===== src/hw/rtl/emfp_pkg.sv =====
// Shared types and constants of the energy meter frame parser.
package emfp_pkg;

    localparam int FRAME_BYTES = 24;
    localparam int POS_W       = 5;
    // Bytes 2..22 are kept in a shift line so that the fields sit at fixed places.
    localparam int SHIFT_BYTES = 21;
    localparam int SHIFT_W     = SHIFT_BYTES * 8;

    localparam logic [POS_W-1:0] POS_START = 5'd0;
    localparam logic [POS_W-1:0] POS_SYNC  = 5'd1;
    localparam logic [POS_W-1:0] POS_LAST  = 5'(FRAME_BYTES - 1);

    localparam logic [7:0] SYNC_BYTE = 8'h5A;

    localparam int FLAG_OVF_BIT     = 7;
    localparam int FLAG_VOLTAGE_BIT = 6;
    localparam int FLAG_CURRENT_BIT = 5;
    localparam int FLAG_POWER_BIT   = 4;

    typedef struct packed {
        logic        status;
        logic [23:0] vpar;
        logic [23:0] vdat;
        logic [23:0] cpar;
        logic [23:0] cdat;
        logic [23:0] ppar;
        logic [23:0] pdat;
        logic [15:0] pulses;
        logic        upd_v;
        logic        upd_c;
        logic        upd_p;
        logic        upd_ovf;
    } frame_rec_t;

    typedef struct packed {
        logic full;
        logic valid;
    } q_stat_t;

endpackage


===== src/hw/rtl/emfp_front.sv =====
// Front end: byte synchronisation, field capture and running checksum.
module emfp_front
    import emfp_pkg::*;
(
    input  logic       clk,
    input  logic       rst_n,
    input  logic [7:0] rx_byte,
    input  logic       in_valid,
    output logic       in_ready,
    input  q_stat_t    q_stat,
    output logic       push,
    output frame_rec_t rec
);

    // Low bit of word24(k) in the shift line is (20 - k) * 8.
    localparam int VPAR_LSB  = (20 - 2) * 8;
    localparam int VDAT_LSB  = (20 - 5) * 8;
    localparam int CPAR_LSB  = (20 - 8) * 8;
    localparam int CDAT_LSB  = (20 - 11) * 8;
    localparam int PPAR_LSB  = (20 - 14) * 8;
    localparam int PDAT_LSB  = (20 - 17) * 8;
    localparam int FLAGS_LSB = (22 - 20) * 8;

    logic [POS_W-1:0]   pos_reg, pos_next;
    logic [7:0]         sum_reg, sum_next;
    logic [SHIFT_W-1:0] shift_reg, shift_next;
    logic               accept;
    logic               good;
    logic [7:0]         flags;

    assign in_ready = !q_stat.full;
    assign accept   = in_valid && in_ready;

    always_comb
    begin
        pos_next   = pos_reg;
        sum_next   = sum_reg;
        shift_next = shift_reg;
        push       = 1'b0;
        if (accept)
        begin
            if (pos_reg == POS_START)
            begin
                pos_next = POS_SYNC;
            end
            else if (pos_reg == POS_SYNC)
            begin
                // A wrong sync byte becomes the first byte of the next candidate.
                pos_next = (rx_byte == SYNC_BYTE) ? POS_SYNC + 5'd1 : POS_SYNC;
                sum_next = 8'd0;
            end
            else if (pos_reg == POS_LAST)
            begin
                pos_next = POS_START;
                push     = 1'b1;
            end
            else
            begin
                pos_next   = pos_reg + 5'd1;
                sum_next   = sum_reg + rx_byte;
                shift_next = {shift_reg[SHIFT_W-9:0], rx_byte};
            end
        end
    end

    always_ff @(posedge clk or negedge rst_n)
    begin
        if (!rst_n)
        begin
            pos_reg <= POS_START;
            sum_reg <= 8'd0;
        end
        else
        begin
            pos_reg <= pos_next;
            sum_reg <= sum_next;
        end
    end

    always_ff @(posedge clk)
    begin
        shift_reg <= shift_next;
    end

    assign good  = (sum_reg == rx_byte);
    assign flags = shift_reg[FLAGS_LSB +: 8];

    always_comb
    begin
        rec.status  = !good;
        rec.vpar    = good ? shift_reg[VPAR_LSB +: 24] : 24'd0;
        rec.cpar    = good ? shift_reg[CPAR_LSB +: 24] : 24'd0;
        rec.ppar    = good ? shift_reg[PPAR_LSB +: 24] : 24'd0;
        rec.pulses  = good ? shift_reg[15:0] : 16'd0;
        rec.vdat    = shift_reg[VDAT_LSB +: 24];
        rec.cdat    = shift_reg[CDAT_LSB +: 24];
        rec.pdat    = shift_reg[PDAT_LSB +: 24];
        rec.upd_v   = good && flags[FLAG_VOLTAGE_BIT];
        rec.upd_c   = good && flags[FLAG_CURRENT_BIT];
        rec.upd_p   = good && flags[FLAG_POWER_BIT];
        rec.upd_ovf = good && flags[FLAG_OVF_BIT];
    end

endmodule


===== src/hw/rtl/emfp_queue.sv =====
// Two-entry queue of completed frame records between front and back end.
module emfp_queue
    import emfp_pkg::*;
(
    input  logic       clk,
    input  logic       rst_n,
    input  logic       push,
    input  frame_rec_t push_rec,
    input  logic       pop,
    output frame_rec_t pop_rec,
    output q_stat_t    q_stat
);

    frame_rec_t entry_reg [2];
    logic       wr_ptr_reg, wr_ptr_next;
    logic       rd_ptr_reg, rd_ptr_next;
    logic [1:0] count_reg, count_next;

    assign q_stat.full  = (count_reg == 2'd2);
    assign q_stat.valid = (count_reg != 2'd0);
    assign pop_rec      = entry_reg[rd_ptr_reg];

    always_comb
    begin
        wr_ptr_next = push ? !wr_ptr_reg : wr_ptr_reg;
        rd_ptr_next = pop ? !rd_ptr_reg : rd_ptr_reg;
        count_next  = count_reg + {1'b0, push} - {1'b0, pop};
    end

    always_ff @(posedge clk or negedge rst_n)
    begin
        if (!rst_n)
        begin
            wr_ptr_reg <= 1'b0;
            rd_ptr_reg <= 1'b0;
            count_reg  <= 2'd0;
        end
        else
        begin
            wr_ptr_reg <= wr_ptr_next;
            rd_ptr_reg <= rd_ptr_next;
            count_reg  <= count_next;
        end
    end

    always_ff @(posedge clk)
    begin
        if (push)
        begin
            entry_reg[wr_ptr_reg] <= push_rec;
        end
    end

endmodule


===== src/hw/rtl/emfp_back.sv =====
// Back end: held data words, overflow counter and the result register.
module emfp_back
    import emfp_pkg::*;
#(
    parameter int OVERFLOW_COUNT_WIDTH = 32
)
(
    input  logic        clk,
    input  logic        rst_n,
    input  q_stat_t     q_stat,
    input  frame_rec_t  rec,
    output logic        pop,
    output logic        out_valid,
    input  logic        out_ready,
    output logic        status,
    output logic [23:0] voltage_param,
    output logic [23:0] voltage_reg,
    output logic [23:0] current_param,
    output logic [23:0] current_reg,
    output logic [23:0] power_param,
    output logic [23:0] power_reg,
    output logic [15:0] pulse_count,
    output logic [31:0] pulse_overflows
);

    localparam int CW = OVERFLOW_COUNT_WIDTH;

    logic [23:0]   held_v_reg, held_v_next;
    logic [23:0]   held_c_reg, held_c_next;
    logic [23:0]   held_p_reg, held_p_next;
    logic [CW-1:0] ovf_cnt_reg, ovf_cnt_next;
    logic          out_valid_reg, out_valid_next;

    logic          out_status_reg;
    logic [23:0]   out_vpar_reg, out_vdat_reg;
    logic [23:0]   out_cpar_reg, out_cdat_reg;
    logic [23:0]   out_ppar_reg, out_pdat_reg;
    logic [15:0]   out_pulses_reg;
    logic [CW-1:0] out_ovf_reg;

    // The result register frees up in the same cycle it is taken.
    assign pop = q_stat.valid && (!out_valid_reg || out_ready);

    always_comb
    begin
        held_v_next    = (pop && rec.upd_v) ? rec.vdat : held_v_reg;
        held_c_next    = (pop && rec.upd_c) ? rec.cdat : held_c_reg;
        held_p_next    = (pop && rec.upd_p) ? rec.pdat : held_p_reg;
        ovf_cnt_next   = (pop && rec.upd_ovf) ? ovf_cnt_reg + CW'(1) : ovf_cnt_reg;
        out_valid_next = pop || (out_valid_reg && !out_ready);
    end

    always_ff @(posedge clk or negedge rst_n)
    begin
        if (!rst_n)
        begin
            held_v_reg    <= 24'd0;
            held_c_reg    <= 24'd0;
            held_p_reg    <= 24'd0;
            ovf_cnt_reg   <= {{(CW-1){1'b0}}, 1'b1};
            out_valid_reg <= 1'b0;
        end
        else
        begin
            held_v_reg    <= held_v_next;
            held_c_reg    <= held_c_next;
            held_p_reg    <= held_p_next;
            ovf_cnt_reg   <= ovf_cnt_next;
            out_valid_reg <= out_valid_next;
        end
    end

    always_ff @(posedge clk)
    begin
        if (pop)
        begin
            out_status_reg <= rec.status;
            out_vpar_reg   <= rec.vpar;
            out_cpar_reg   <= rec.cpar;
            out_ppar_reg   <= rec.ppar;
            out_pulses_reg <= rec.pulses;
            out_vdat_reg   <= held_v_next;
            out_cdat_reg   <= held_c_next;
            out_pdat_reg   <= held_p_next;
            out_ovf_reg    <= ovf_cnt_next;
        end
    end

    assign out_valid     = out_valid_reg;
    assign status        = out_status_reg;
    assign voltage_param = out_vpar_reg;
    assign voltage_reg   = out_vdat_reg;
    assign current_param = out_cpar_reg;
    assign current_reg   = out_cdat_reg;
    assign power_param   = out_ppar_reg;
    assign power_reg     = out_pdat_reg;
    assign pulse_count   = out_pulses_reg;

    generate
        if (CW >= 32)
        begin : g_ovf_trunc
            assign pulse_overflows = out_ovf_reg[31:0];
        end
        else
        begin : g_ovf_ext
            assign pulse_overflows = {{(32-CW){1'b0}}, out_ovf_reg};
        end
    endgenerate

endmodule


===== src/hw/rtl/energy_meter_frame_parser.sv =====
// Energy meter frame parser: frames serial bytes into 24-byte packets and decodes them.
//
// Input channel: one received byte per transfer on rx_byte, handshaked by
// in_valid and in_ready, taken one per cycle unless the queue is full. The parser hunts
// for a packet whose second byte is 0x5A, sliding on by one byte otherwise.
// Output channel: one result per completed packet, handshaked by out_valid
// and out_ready. status is 0 when the checksum over bytes 2..22 matches
// byte 23; the parameter words and pulse count are then the packet's, and
// the held data words and overflow counter show their updated values. With
// a bad checksum status is 1, the parameter words and pulse count are zero
// and the held values are reported unchanged.
// Each packet's record is written into the queue and then moved into the result
// register, which raises out_valid; a stalled receiver can hold up that move.
// A two-entry queue of decoded packets sits between the byte front end and
// the result register, so a stalled receiver holds up the input only once
// two further packets have completed and are waiting.
// Reset: the held voltage, current and power words clear to zero, the
// overflow counter starts at one and the byte search starts afresh.
module energy_meter_frame_parser
    import emfp_pkg::*;
#(
    parameter int OVERFLOW_COUNT_WIDTH = 32
)
(
    input  logic        clk,
    input  logic        rst_n,
    input  logic [7:0]  rx_byte,
    input  logic        in_valid,
    output logic        in_ready,
    output logic        out_valid,
    input  logic        out_ready,
    output logic        status,
    output logic [23:0] voltage_param,
    output logic [23:0] voltage_reg,
    output logic [23:0] current_param,
    output logic [23:0] current_reg,
    output logic [23:0] power_param,
    output logic [23:0] power_reg,
    output logic [15:0] pulse_count,
    output logic [31:0] pulse_overflows
);

    q_stat_t    q_stat;
    logic       push;
    logic       pop;
    frame_rec_t push_rec;
    frame_rec_t pop_rec;

    emfp_front u_front (
        .clk      (clk),
        .rst_n    (rst_n),
        .rx_byte  (rx_byte),
        .in_valid (in_valid),
        .in_ready (in_ready),
        .q_stat   (q_stat),
        .push     (push),
        .rec      (push_rec)
    );

    emfp_queue u_queue (
        .clk      (clk),
        .rst_n    (rst_n),
        .push     (push),
        .push_rec (push_rec),
        .pop      (pop),
        .pop_rec  (pop_rec),
        .q_stat   (q_stat)
    );

    emfp_back #(
        .OVERFLOW_COUNT_WIDTH (OVERFLOW_COUNT_WIDTH)
    ) u_back (
        .clk             (clk),
        .rst_n           (rst_n),
        .q_stat          (q_stat),
        .rec             (pop_rec),
        .pop             (pop),
        .out_valid       (out_valid),
        .out_ready       (out_ready),
        .status          (status),
        .voltage_param   (voltage_param),
        .voltage_reg     (voltage_reg),
        .current_param   (current_param),
        .current_reg     (current_reg),
        .power_param     (power_param),
        .power_reg       (power_reg),
        .pulse_count     (pulse_count),
        .pulse_overflows (pulse_overflows)
    );

    // A packet record is only produced by a byte transfer.
    a_push_on_transfer : assert property (@(posedge clk) disable iff (!rst_n)
        push |-> (in_valid && in_ready))
        else $error("packet record pushed without a byte transfer");

    // The queue is never written while full.
    a_no_overflow : assert property (@(posedge clk) disable iff (!rst_n)
        push |-> !q_stat.full)
        else $error("packet queue overflow");

    // A rejected packet reports zero parameter words and pulse count.
    a_bad_zeroed : assert property (@(posedge clk) disable iff (!rst_n)
        (out_valid && status) |-> (voltage_param == 24'd0 && current_param == 24'd0
                                   && power_param == 24'd0 && pulse_count == 16'd0))
        else $error("bad packet result carries nonzero fields");

endmodule

===== config.mk =====
export PLATFORM = sky130hd
export DESIGN_NAME = energy_meter_frame_parser
export DESIGN_NICKNAME = d
export VERILOG_FILES = /design/src/hw/rtl/emfp_pkg.sv /design/src/hw/rtl/emfp_front.sv /design/src/hw/rtl/emfp_queue.sv /design/src/hw/rtl/emfp_back.sv /design/src/hw/rtl/energy_meter_frame_parser.sv
export SDC_FILE = /design/constraint.sdc
export NUM_CORES = 1
export LEC_CHECK = 0
export BUFFER_PORTS_ARGS = -buffer_cell sky130_fd_sc_hd__buf_4
export CAP_MARGIN = 40
export CORE_MARGIN = 2
export CORE_UTILIZATION = 45
export DETAILED_ROUTE_END_ITERATION = 10
export PLACE_DENSITY = 0.61
export SYNTH_ARGS = -nofsm -noshare
export SYNTH_HDL_FRONTEND = slang
export SYNTH_SLANG_ARGS = --single-unit
export TNS_END_PERCENT = 50

===== constraint.sdc =====
create_clock -name clk -period 13.55 [get_ports clk]
set_clock_uncertainty 0.1 [all_clocks]
set_input_delay 2.0325 -clock clk [delete_from_list [all_inputs] [get_ports clk]]
set_output_delay 2.0325 -clock clk [all_outputs]
set_load 0.1 [all_outputs]

### Word level (Yosys, flattened, before mapping)

Memory sizes are Yosys's and may differ from the RTL's.
Index checks and enable logic that the tools add are counted.

* output and inout port bits: 195
* logic and storage cells: 78
* input bits: 12
* memory bits (writable): 330
* flip-flop bits (word level): 483
* memories: 1

Memories
* u_queue.entry_reg: depth 2, bits a word 165, rd ports 1, clocked after memory_dff 0, wr ports 1, RTL line emfp_queue.sv:14 `frame_rec_t entry_reg [2];`

* eq/ne operators: 6
* reduce and logical (&&, ||, !) cells: 23
* add/subtract/negate cells: 5
* bitwise operators: 3
* multiplexer cells: 20

Operators by type and width (number)
* 24-bit two-way mux: 6
* 32-bit by 1-bit adder with 32-bit output (second input constant): 1
* 32-bit two-way mux: 1
* 16-bit two-way mux: 1
* 8-bit two-way mux: 2
* 5-bit two-way mux: 3
* 1-bit logical AND: 11
* 8-bit adder: 1
* 8-bit by 7-bit == test with 1-bit output (second input constant): 1
* 8-bit == test: 1
* 1-bit logical NOT: 6
* 1-bit two-way mux: 6
* 5-bit by 1-bit adder with 5-bit output (second input constant): 1
* 5-bit by 1-bit == test with 1-bit output (second input constant): 1
* 5-bit == test (second input constant): 1
* 5-bit logical NOT: 1
* 4-bit AND reduction: 1
* 1-bit NOT: 3
* 3-bit AND reduction: 1
* 2-bit by 1-bit adder with 2-bit output: 1
* 2-bit == test (second input constant): 1
* 1-bit logical OR: 2
* 2-bit two-way mux: 1
* 2-bit by 1-bit inequality test with 1-bit output (second input constant): 1
* 2 further kinds: 2

### Depth between registers and ports, before layout

Gate-level depths: netlist of the first run.

* word-level depth: 7
* depth in mapped cells: 8
* depth with buffers taken out: 8

### Cells and area by module

A second synthesis of the first run with hierarchy kept.

* cell total of the unflattened synthesis: 1449
* area total of the unflattened synthesis: 29425.7 um2

By module, submodules not included
* emfp_queue: instances 1, sequential area each 10009.6 um2, area each 12149.2 um2, cells each 528
* emfp_back: instances 1, sequential area each 8424.3 um2, area each 10012.1 um2, cells each 480
* emfp_front: instances 1, sequential area each 5370.2 um2, area each 7264.5 um2, cells each 441

### Worst setup path before layout of the first run

No wires, ideal clock.

* path kind: input to register
* start point: in in_valid
* end point: mem u_queue.entry_reg[0][0] (netlist name), enable pin
* cell stages on the path: 3
* setup time: 692 ps
* buffers on the path: 0
* data arrival time: 9232 ps
* required time: 12758 ps
* path slack: 3526 ps
* path through: and2_0 -> nand2_1 -> nor2_1

* longest elaborated chain between the ends: 4

RTL lines
* from (decl): RTL line energy_meter_frame_parser.sv:28 `input logic in_valid,`
* 1-bit logical AND: RTL line emfp_front.sv:32 `assign accept = in_valid && in_ready;`
* 1-bit two-way mux: RTL line emfp_front.sv:40 `if (accept)`
* 1-bit two-way mux: RTL line emfp_queue.sv:48 `if (push)`
* 1-bit two-way mux (implied by the code): RTL line emfp_queue.sv:50 `entry_reg[wr_ptr_reg] <= push_rec;`
* to (decl): RTL line emfp_queue.sv:14

No other way between the ends.

### Final worst setup path of the first run

* start point: reg u_queue.count_reg[0]
* end point: out in_ready

* longest elaborated chain between the ends: 2

RTL lines
* from (decl): RTL line emfp_queue.sv:17 `logic [1:0] count_reg, count_next;`
* from (signal assigned): RTL line emfp_queue.sv:42 `count_reg <= count_next;`
* 2-bit == test: RTL line emfp_queue.sv:19 `assign q_stat.full = (count_reg == 2'd2);`
* 1-bit logical NOT: RTL line emfp_front.sv:31 `assign in_ready = !q_stat.full;`
* to (decl): RTL line energy_meter_frame_parser.sv:29 `output logic in_ready,`

No other way between the ends.

==> flow_summary.yaml, run 1 <==
clock_network:
  root_buffer: "clkbuf_16"
  clk_path_buf_depth: 3
  clock_latency_ns: 0.61
  cts_made_buffers: 81
  ctsHoldBuffers: 0
  postCtsSetupBuffers: 0
  clkSlewWorstSetupHoldPaths_ns: 0.06
  cts.sinks: 813
  cts_tree: "built"
  cts.repair.resized: 0
  htreeDepth: 3
worst_setup_path:
  crit_fanout: 4
  cp.arrival_ns: 1.62
  worstSetupEndpointType: "output pin"
  cp-start-kind: "register"
  path_class: "register to output pin"
  rr_worst_depth: 8
  required_ns: 11.42
drt:
  wl_per_cell_um: 19.0
  via_per_inst: 4.89
  routed_wl_mm: 50.3
  ant_nets: 0
  first_pass_iters: 5
  drt_iter0_drc: 739
  num_vias: 12900
  drc: 0
grt:
  grt_pass1_wl_mm: 76.2
  antenna_found_initial: 0
  grt_max_degree: 174
  grt.overflow.total: 0
  grt_util_all_layers: 0.155
  grt_pass1_vias: 13300
yosys:
  syn_area_mm2: 0.0284
  synth_top_area_cell: "edfxtp_1"
  avgSynthCellArea_um2: 19.4
  ys_warn_count: 0
  syn_nets: 1492
  async_flop_share: 0.150
  synth_area_leaders: "edfxtp_1 73%, dfrtp_1 11%, mux2_2 3.6%, mux2i_1 2.7%, and2_1 2.0%"
  yosysUniqueCellTypes: 49
  synth.top_cell.area_share: 0.730
  ys_seq_elements: 813
  synthFlopType: "edfxtp_1"
  syn_inst: 1466
  seq_area_frac_synth: 0.838
  synth_edf_count: 691
sta:
  fin_hold_ws_ns: 0.323
  period_needed_ns: 3.76
  max_slew.worst_pin.slew_ns: 1.01
  finalSetupViolCount: 0
  maxSlewViolCount: 0
  fin_setup_tns_ns: 0
  max_freq_ghz: 0.266
  max_slew_margin: 0.324
  rsz0062_at_grt: "false"
  hold_violations: 0
  timing.final.crit_share: 0.277
floorplanning:
  die_y_um: 255
  die-area_mm2: 0.0652
  initial_core_util: 0.453
  core_mm2: 0.0627
  num_rows: 92
  io_pins: 207
  die_w_um: 255
placement:
  dp.cells: 2496
  gp_congestion: 0.777
  port_buffers: 206
  hpwl_mm: 29.6
final_layout:
  n_antenna_cell: 0
  final_nets: 1759
  syn_to_final_growth_pct: 19.5
  drive_gt1_frac: 0.256
  finalNonFillerCells: 2645
  largest_reg_flops: 330
  utilization: 0.541
outcome:
  status: "finished, final reports clean"
run:
  maxCapViolations: 0
hold_path:
  hold_depth: 0
  holdCritPathClass: "register to register"
[cells in the mapped netlist, drive strengths merged (2+ instances only)]
| cell | count |
|---|---|
| edfxtp | 691 |
| dfrtp | 121 |
| and2 | 95 |
| nor2 | 92 |
| mux2 | 90 |
| a21oi | 77 |
| mux2i | 77 |
| buf | 32 |
| nand2 | 26 |
| xnor2 | 26 |
| clkbuf | 15 |
| xor2 | 14 |
| ha | 13 |
| nand3 | 13 |
| nand4 | 13 |
| nor3 | 10 |
| inv | 8 |
| o21ai | 7 |
| and3 | 6 |
| nor4 | 5 |
| a21o | 4 |
| a22o | 3 |
| nand2b | 3 |
| a211o | 2 |
| a211oi | 2 |
| and4 | 2 |
| nor2b | 2 |
| nor4b | 2 |
| o211ai | 2 |
| o31ai | 2 |
[final timing paths]
path                                       start                         end  slack [ns]
max                         u_queue.count_reg[0]                    in_ready        9.79
min                        u_front.shift_reg[17]       u_front.shift_reg[25]        0.32
max reg2reg                   u_queue.rd_ptr_reg  u_back.pulse_overflows[27]       10.11
min reg2reg                u_front.shift_reg[17]       u_front.shift_reg[25]        0.32
max in group asynchronous                  rst_n          u_queue.rd_ptr_reg       10.76
min in group asynchronous                  rst_n       u_back.held_v_reg[18]        1.33
[worst max-delay path, cell delays in order (launching register included)]
cell and delay [ns]:
dfrtp_1 0.40, nand2b_1 0.27, buf_4 0.34
[routing by layer]
metal,GRT usage,part of all wire,up-vias,routed length [um]
met4,0.0523,0.019,0,960
li1,-,-,6086,-
met1,0.213,0.45,6499,22600
met5,0,0,-,0
met2,0.251,0.49,272,24500
met3,0.0286,0.045,69,2280
[logic make-up (layout without fill, tap and decap cells)]
group / Yosys count / after routing / share of synthesized area
compound gates: 104 / 104 / 0.0204
xor+xnor: 40 / 40 / 0.0123
fa+ha+maj: 14 / 14 / 0.00643
buf+inv: 55 / 388 / 0.00938
flops: 813 / 813 / 0.838
mux: 167 / 167 / 0.0628
simple gates: 273 / 273 / 0.0509
[area by class of cell]
type,count,area (um2)
Timing Repair Buffer,231,1970
Sequential cell,813,23800
Tap cell,846,1060
Fill cell,4846,28800
Clock inverter,40,424
Clock buffer,109,2280
Multi-Input combinational cell,598,4390
Inverter,8,37.5
[cells in the final DEF (no fill, tap or decap), types with 3 or more instances in the layout]
| cell type | Yosys | final |
|---|---|---|
| clkbuf_1 | 8 | 17 |
| nand3_1 | 13 | 13 |
| nand4_1 | 12 | 12 |
| o21ai_0 | 7 | 6 |
| and3_1 | 6 | 5 |
| inv_1 | 8 | 7 |
| edfxtp_1 | 691 | 691 |
| and2_1 | 93 | 93 |
| mux2_2 | 90 | 90 |
| a21oi_1 | 77 | 77 |
| dfrtp_1 | 121 | 120 |
| clkinv_1 | 0 | 9 |
| bufinv_16 | 0 | 8 |
| buf_16 | 0 | 7 |
| a21o_1 | 4 | 4 |
| xnor2_1 | 26 | 26 |
| ha_1 | 13 | 13 |
| nor2_4 | 0 | 4 |
| clkbuf_16 | 0 | 84 |
| mux2i_1 | 77 | 77 |
| nand2b_1 | 3 | 3 |
| clkinvlp_4 | 0 | 5 |
| a22o_1 | 3 | 3 |
| xor2_1 | 14 | 14 |
| nor3_1 | 8 | 8 |
| nor2_1 | 92 | 88 |
| buf_12 | 0 | 7 |
| buf_4 | 2 | 216 |
| nor4_1 | 3 | 3 |
| clkbuf_8 | 0 | 8 |
| nand2_1 | 26 | 26 |
| clkinv_2 | 0 | 14 |
[per-stage QoR]
stage	instance area, um2	setup slack (ns)
3_3_place_gp	30900	8.65
2_1_floorplan	28400	3.53
5_1_grt	34000	9.66
6_report	34000	9.79
4_1_cts	34000	9.77
3_5_place_dp	31300	9.16
Power of run 1 is left out: the tool's default activity adds up to more than one toggle a clock period on the data nets, which glitch-free logic cannot reach.
==> inputs of run 2 (changes only) <==
--- a/config.mk
+++ b/config.mk
@@ -5,6 +5,7 @@
 export SDC_FILE = /design/constraint.sdc
 export NUM_CORES = 1
 export LEC_CHECK = 0
+export ABC_AREA = 1
 export BUFFER_PORTS_ARGS = -buffer_cell sky130_fd_sc_hd__buf_4
 export CAP_MARGIN = 40
 export CORE_MARGIN = 2
==> constraint.sdc (replaced) <==
create_clock -name clk -period 3.8 [get_ports clk]
set_clock_uncertainty 0.1 [all_clocks]
set_input_delay 0.57 -clock clk [delete_from_list [all_inputs] [get_ports clk]]
set_output_delay 0.57 -clock clk [all_outputs]
set_load 0.1 [all_outputs]
==> run 2 against run 1 <==
Net effect: via count is 10% higher; critical endpoint is now u_queue.count_reg[1]; area after synthesis up 2.5%; cell area increased by 2.5%; die area is 2.4% higher; critical path type is now register to register; non-clock buffer count grew 10.
==> flow_summary.yaml, run 2 <==
outcome:
  status: "finished, final reports clean"
final_layout:
  multi_input_area_mm2: 0.00473
  largest_reg_flops: 330
  final_nets: 2075
  syn_to_final_growth_pct: 19.5
  n_antenna_cell: 0
  drive_gt1_frac: 0.249
  design_area_mm2: 0.0348
  layout_commonest_cell: "edfxtp_1"
  layout.area.seq_mm2: 0.0238
  final.fill_count: 5171
  final_cell_mix: "691 x edfxtp_1, 230 x buf_4, 225 x nor2_1"
run:
  maxCapViolations: 0
worst_setup_path:
  crit_fanout: 55
  path_class: "register to register"
  rr_worst_depth: 7
  r2r_slack_ns: 1.11
  cp.arrival_ns: 3.12
  required_ns: 4.23
  worstSetupEndpointType: "register"
  cp-start-kind: "register"
  worstReg2RegStart: "u_queue.count_reg[1]"
  worst_r2r_endpoint: "u_queue.count_reg[1]"
yosys:
  yosysUniqueCellTypes: 32
  yosysMostFrequentCell: "edfxtp_1"
  synth_top_area_cell: "edfxtp_1"
  seq_area_frac_synth: 0.818
  synth_area_leaders: "edfxtp_1 71%, dfrtp_1 10%, mux2_2 3.4%, nor2_1 2.9%, mux2i_1 2.5%"
  async_flop_share: 0.150
  avgSynthCellArea_um2: 16.4
  synth.top_cell.area_share: 0.713
  synth_common_cells: "691 x edfxtp_1, 227 x nor2_1, 183 x nand2_1"
  syn_inst: 1772
  syn_area_mm2: 0.0291
  synth_edf_count: 691
  ys_seq_elements: 813
  syn_nets: 1798
  synthFlopType: "edfxtp_1"
  ys_warn_count: 0
placement:
  hpwl_mm: 33.8
  place_area_mm2: 0.0321
  gp_congestion: 0.795
  port_buffers: 206
sta:
  finalSetupViolCount: 0
  max_slew.worst_pin.slew_ns: 0.840
  rsz0062_at_grt: "false"
  max_slew_margin: 0.440
  maxSlewViolCount: 0
  hold_violations: 0
  max_freq_ghz: 0.371
  period_needed_ns: 2.69
  timing.final.crit_share: 0.708
drt:
  drt_iter0_drc: 815
  via_per_inst: 4.79
  routed_wl_mm: 54.6
  wl_per_cell_um: 18.4
  drc: 0
  ant_nets: 0
  num_vias: 14300
  first_pass_iters: 5
clock_network:
  cts.sinks: 813
  clock_latency_ns: 0.62
  postCtsSetupBuffers: 0
  root_buffer: "clkbuf_16"
  cts_tree: "built"
  clk_path_buf_depth: 3
  htreeDepth: 3
  cts_made_buffers: 82
  clkSlewWorstSetupHoldPaths_ns: 0.06
floorplanning:
  die-area_mm2: 0.0668
  die_w_um: 258
  num_rows: 93
  die_y_um: 258
  initial_core_util: 0.453
  io_pins: 207
  core_mm2: 0.0642
hold_path:
  hold_start: "rx_byte[6]"
  holdPathEnd: "u_front.shift_reg[6]"
  hold_depth: 1
  holdCritPathClass: "primary input to register"
grt:
  grt_util_all_layers: 0.164
  grt_pass1_wl_mm: 83.4
  grt.overflow.total: 0
  antenna_found_initial: 0
  grt_pass1_vias: 14700
  grt_max_degree: 78
## run 2: cell count changes after synthesis, moves of 5 or more
cell,change
and3_1,-6
mux2i_1,-5
o21ai_0,+5
and2_1,-90
inv_1,+143
nand2_1,+157
nand3_1,+23
nor2_1,+135
nand4_1,-5
buf_4,+16
clkbuf_1,-5
clkbuf_2,-7
xnor2_1,-15
## run 2: per-stage QoR
stage | setup TNS [ns] | util | hold WS (ns) | worst slack [ns] | std cells
after floorplan | -643.90 | - | 0.174 | -1.60 | 1772
after global placement | 0 | 0.499 | 0.304 | 0.897 | 2817
after detailed placement | 0 | 0.500 | 0.308 | 0.840 | 2819
after CTS | 0 | 0.542 | 0.000839 | 1.06 | 2974
after global routing | 0 | 0.542 | 0.0212 | 0.904 | 2974
final | 0 | 0.542 | 0.0459 | 1.11 | 2974
## run 2: layout make-up
type                    count  area share
inverters                 151      0.0167
clock inverters            40      0.0113
repair buffers            241      0.0558
well taps                 855      0.0307
flip-flops and latches    813       0.684
multi-input cells         760       0.136
clock buffers             114      0.0654
## run 2: metal layers
| metal | GRT usage | vias up | routed length [um] |
|---|---|---|---|
| met1 | 0.219 | 7072 | 24100 |
| met2 | 0.275 | 286 | 27100 |
| met4 | 0.0478 | 0 | 815 |
| li1 | - | 6845 | - |
| met5 | 0 | - | 0 |
| met3 | 0.0308 | 54 | 2490 |
## run 2: cells by family (layout without fill, tap and decap cells)
family,after synthesis,after routing,synth area share
buf+inv,199,546,0.0292
mux,161,161,0.0592
xor+xnor,23,23,0.00692
simple gates,469,469,0.0641
fa+ha+maj,14,14,0.00627
compound gates,93,93,0.0168
flops,813,813,0.818
## run 2: timing repair
item | CTS | global route
gates resized for setup | 0 | 0
hold buffers | 1 | 0
hold endpoints to repair | 103 | 0
## run 2: critical path, cell delays in order, from the launching register on
cell and delay, ns:
dfrtp_1 0.45, nor2_1 0.14, a21oi_4 0.48, buf_4 0.67, ha_1 0.37, inv_1 0.07, ha_1 0.15, xnor2_1 0.13
## run 2: worst max-delay path by stage
stage	from	endpoint	slack [ns]	cells past startpoint
floorplan	out_ready	u_back.pulse_overflows[21]	-1.60	7
global placement	rx_byte[3]	u_queue.entry_reg[0][109]	0.90	7
detailed placement	rx_byte[3]	u_queue.entry_reg[1][99]	0.84	7
CTS	u_queue.count_reg[1]	u_queue.count_reg[1]	1.06	7
global route	u_queue.count_reg[1]	u_queue.count_reg[1]	0.90	7
finish	u_queue.count_reg[1]	u_queue.count_reg[1]	1.11	7
Power of run 2 is left out for the same reason.
==> inputs of run 3 (changes only) <==
--- a/config.mk
+++ b/config.mk
@@ -11,7 +11,7 @@
 export CORE_MARGIN = 2
 export CORE_UTILIZATION = 45
 export DETAILED_ROUTE_END_ITERATION = 10
-export PLACE_DENSITY = 0.61
+export PLACE_DENSITY = 0.64
 export SYNTH_ARGS = -nofsm -noshare
 export SYNTH_HDL_FRONTEND = slang
 export SYNTH_SLANG_ARGS = --single-unit
==> constraint.sdc (replaced) <==
create_clock -name clk -period 2.4 [get_ports clk]
set_clock_uncertainty 0.1 [all_clocks]
set_input_delay 0.36 -clock clk [delete_from_list [all_inputs] [get_ports clk]]
set_output_delay 0.36 -clock clk [all_outputs]
set_load 0.1 [all_outputs]
==> run 3 against run 2 <==
Net effect: sequential share of layout area shrank 0.68 points; clock-buffer cell count grew 10; routed wire length shrank 0.28%; core utilization grew 0.55 points; worst hold slack gained 0.12 ns; critical path type unchanged; setup slack lost 0.94 ns; final cell count grew 0.54%; die area is the same; cell area grew 1.0%; fmax grew 21%; register-to-register slack lost 0.94 ns.
==> flow_summary.yaml, run 3 (same netlist as run 2, synthesis figures left out) <==
floorplanning:
  die_w_um: 258
  initial_core_util: 0.453
  core_mm2: 0.0642
  io_pins: 207
  die_y_um: 258
  die-area_mm2: 0.0668
  num_rows: 93
worst_setup_path:
  path_depth: 8
  r2r_slack_ns: 0.17
  rr_worst_depth: 8
  max_stage_delay_ns: 0.43
  startpoint: "u_front.pos_reg[0]"
  path_buf_inv: 4
  crit_fanout: 35
  worstSetupEndpointType: "register"
  required_ns: 2.61
  cp.arrival_ns: 2.44
  cp-start-kind: "register"
  worst_r2r_endpoint: "u_front.shift_reg[24]"
  cp_slowest_cell: "dfrtp_1"
  path_class: "register to register"
  crit_chain: "inv_1 > ha_1 > nand3_1 > nand2_1 > inv_1 > nand3_1 > inv_8 > buf_12"
  crit_family: "buffers and inverters"
  worstReg2RegStart: "u_front.pos_reg[0]"
  worstSetupEndpoint: "u_front.shift_reg[24]"
clock_network:
  clk_path_buf_depth: 3
  postCtsSetupBuffers: 0
  clkSlewWorstSetupHoldPaths_ns: 0.06
  clock_latency_ns: 0.63
  cts_tree: "built"
  root_buffer: "clkbuf_16"
  htreeDepth: 3
  cts_made_buffers: 82
  cts.sinks: 813
drt:
  via_per_inst: 4.85
  drt_iter0_drc: 1069
  ant_nets: 0
  wl_per_cell_um: 18.2
  num_vias: 14500
  drc: 0
  routed_wl_mm: 54.4
  first_pass_iters: 7
sta:
  max_freq_ghz: 0.448
  max_slew.worst_pin.slew_ns: 0.711
  finalSetupViolCount: 0
  maxSlewViolCount: 0
  hold_violations: 0
  timing.final.crit_share: 0.930
  rsz0062_at_grt: "false"
  period_needed_ns: 2.23
  max_slew_margin: 0.526
run:
  maxCapViolations: 0
final_layout:
  syn_to_final_growth_pct: 20.7
  final_nets: 2092
  final_cell_mix: "691 x edfxtp_1, 225 x nor2_1, 223 x buf_4"
  drive_gt1_frac: 0.250
  design_area_mm2: 0.0352
  layout_commonest_cell: "edfxtp_1"
  largest_reg_flops: 330
  n_antenna_cell: 0
placement:
  place_area_mm2: 0.0323
  gp_congestion: 0.836
  hpwl_mm: 34.1
  port_buffers: 206
grt:
  grt.overflow.total: 0
  antenna_found_initial: 0
  grt_util_all_layers: 0.164
  grt_max_degree: 82
  grt_pass1_wl_mm: 84.1
  grt_pass1_vias: 14600
outcome:
  status: "finished, final reports clean"
hold_path:
  holdCritPathClass: "primary input to register"
-- run 3: worst min-delay path by stage --
stage	slack [ns]	depth (start not counted)	end	from
6_report	0.16	4	u_front.pos_reg[1]	in_valid
5_1_grt	0.18	4	u_front.pos_reg[1]	in_valid
4_1_cts	0.13	4	u_front.pos_reg[1]	in_valid
3_5_place_dp	0.30	1	u_back.held_c_reg[15]	rst_n
3_3_place_gp	0.29	1	u_back.held_c_reg[1]	rst_n
2_1_floorplan	-0.04	0	u_back.held_c_reg[0]	rst_n
-- run 3: layout make-up --
| class | count | area (um2) |
|---|---|---|
| fillers | 5038 | 29100 |
| flip-flops and latches | 813 | 23800 |
| multi-input cells | 760 | 4730 |
| clock buffers | 124 | 2350 |
| repair buffers | 258 | 2270 |
| well taps | 855 | 1070 |
| inverters | 151 | 574 |
| clock inverters | 29 | 347 |
-- run 3: per-layer routing --
layer  vias to the layer above  part of all wire  wire length [um]  GRT usage
li1                       6866                 -                 -          -
met1                      7215              0.45             24300      0.229
met2                       343              0.48             26200      0.262
met3                        75             0.050              2730     0.0301
met4                         0             0.022              1190     0.0568
met5                         -                 0                 0          0
-- run 3: repair_timing --
action                                 4_1_cts  5_1_grt
gates resized for setup                      0        1
endpoints found under the hold margin       58        0
hold buffers                                10        0
setup endpoints to repair                    0        2
-- run 3: per-stage QoR --
stage / TNS (ns) / instances / util / hold WS [ns] / setup slack (ns)
finish: 0 / 2990 / 0.547 / 0.163 / 0.168
global route: 0 / 2990 / 0.547 / 0.177 / 0.0150
CTS: 0 / 2990 / 0.547 / 0.135 / 0.144
detailed placement: 0 / 2827 / 0.504 / 0.296 / 0.154
global placement: 0 / 2827 / 0.504 / 0.288 / 0.215
floorplan: -1894.25 / 1772 / - / -0.0356 / -2.98
-- run 3: worst register-to-register path, stage by stage (launching register included) --
cell	delay [ns]
dfrtp_1	0.43
inv_1	0.09
ha_1	0.21
nand3_1	0.11
nand2_1	0.07
inv_1	0.10
nand3_1	0.25
inv_8	0.27
buf_12	0.26
Power of run 3 is left out for the same reason.
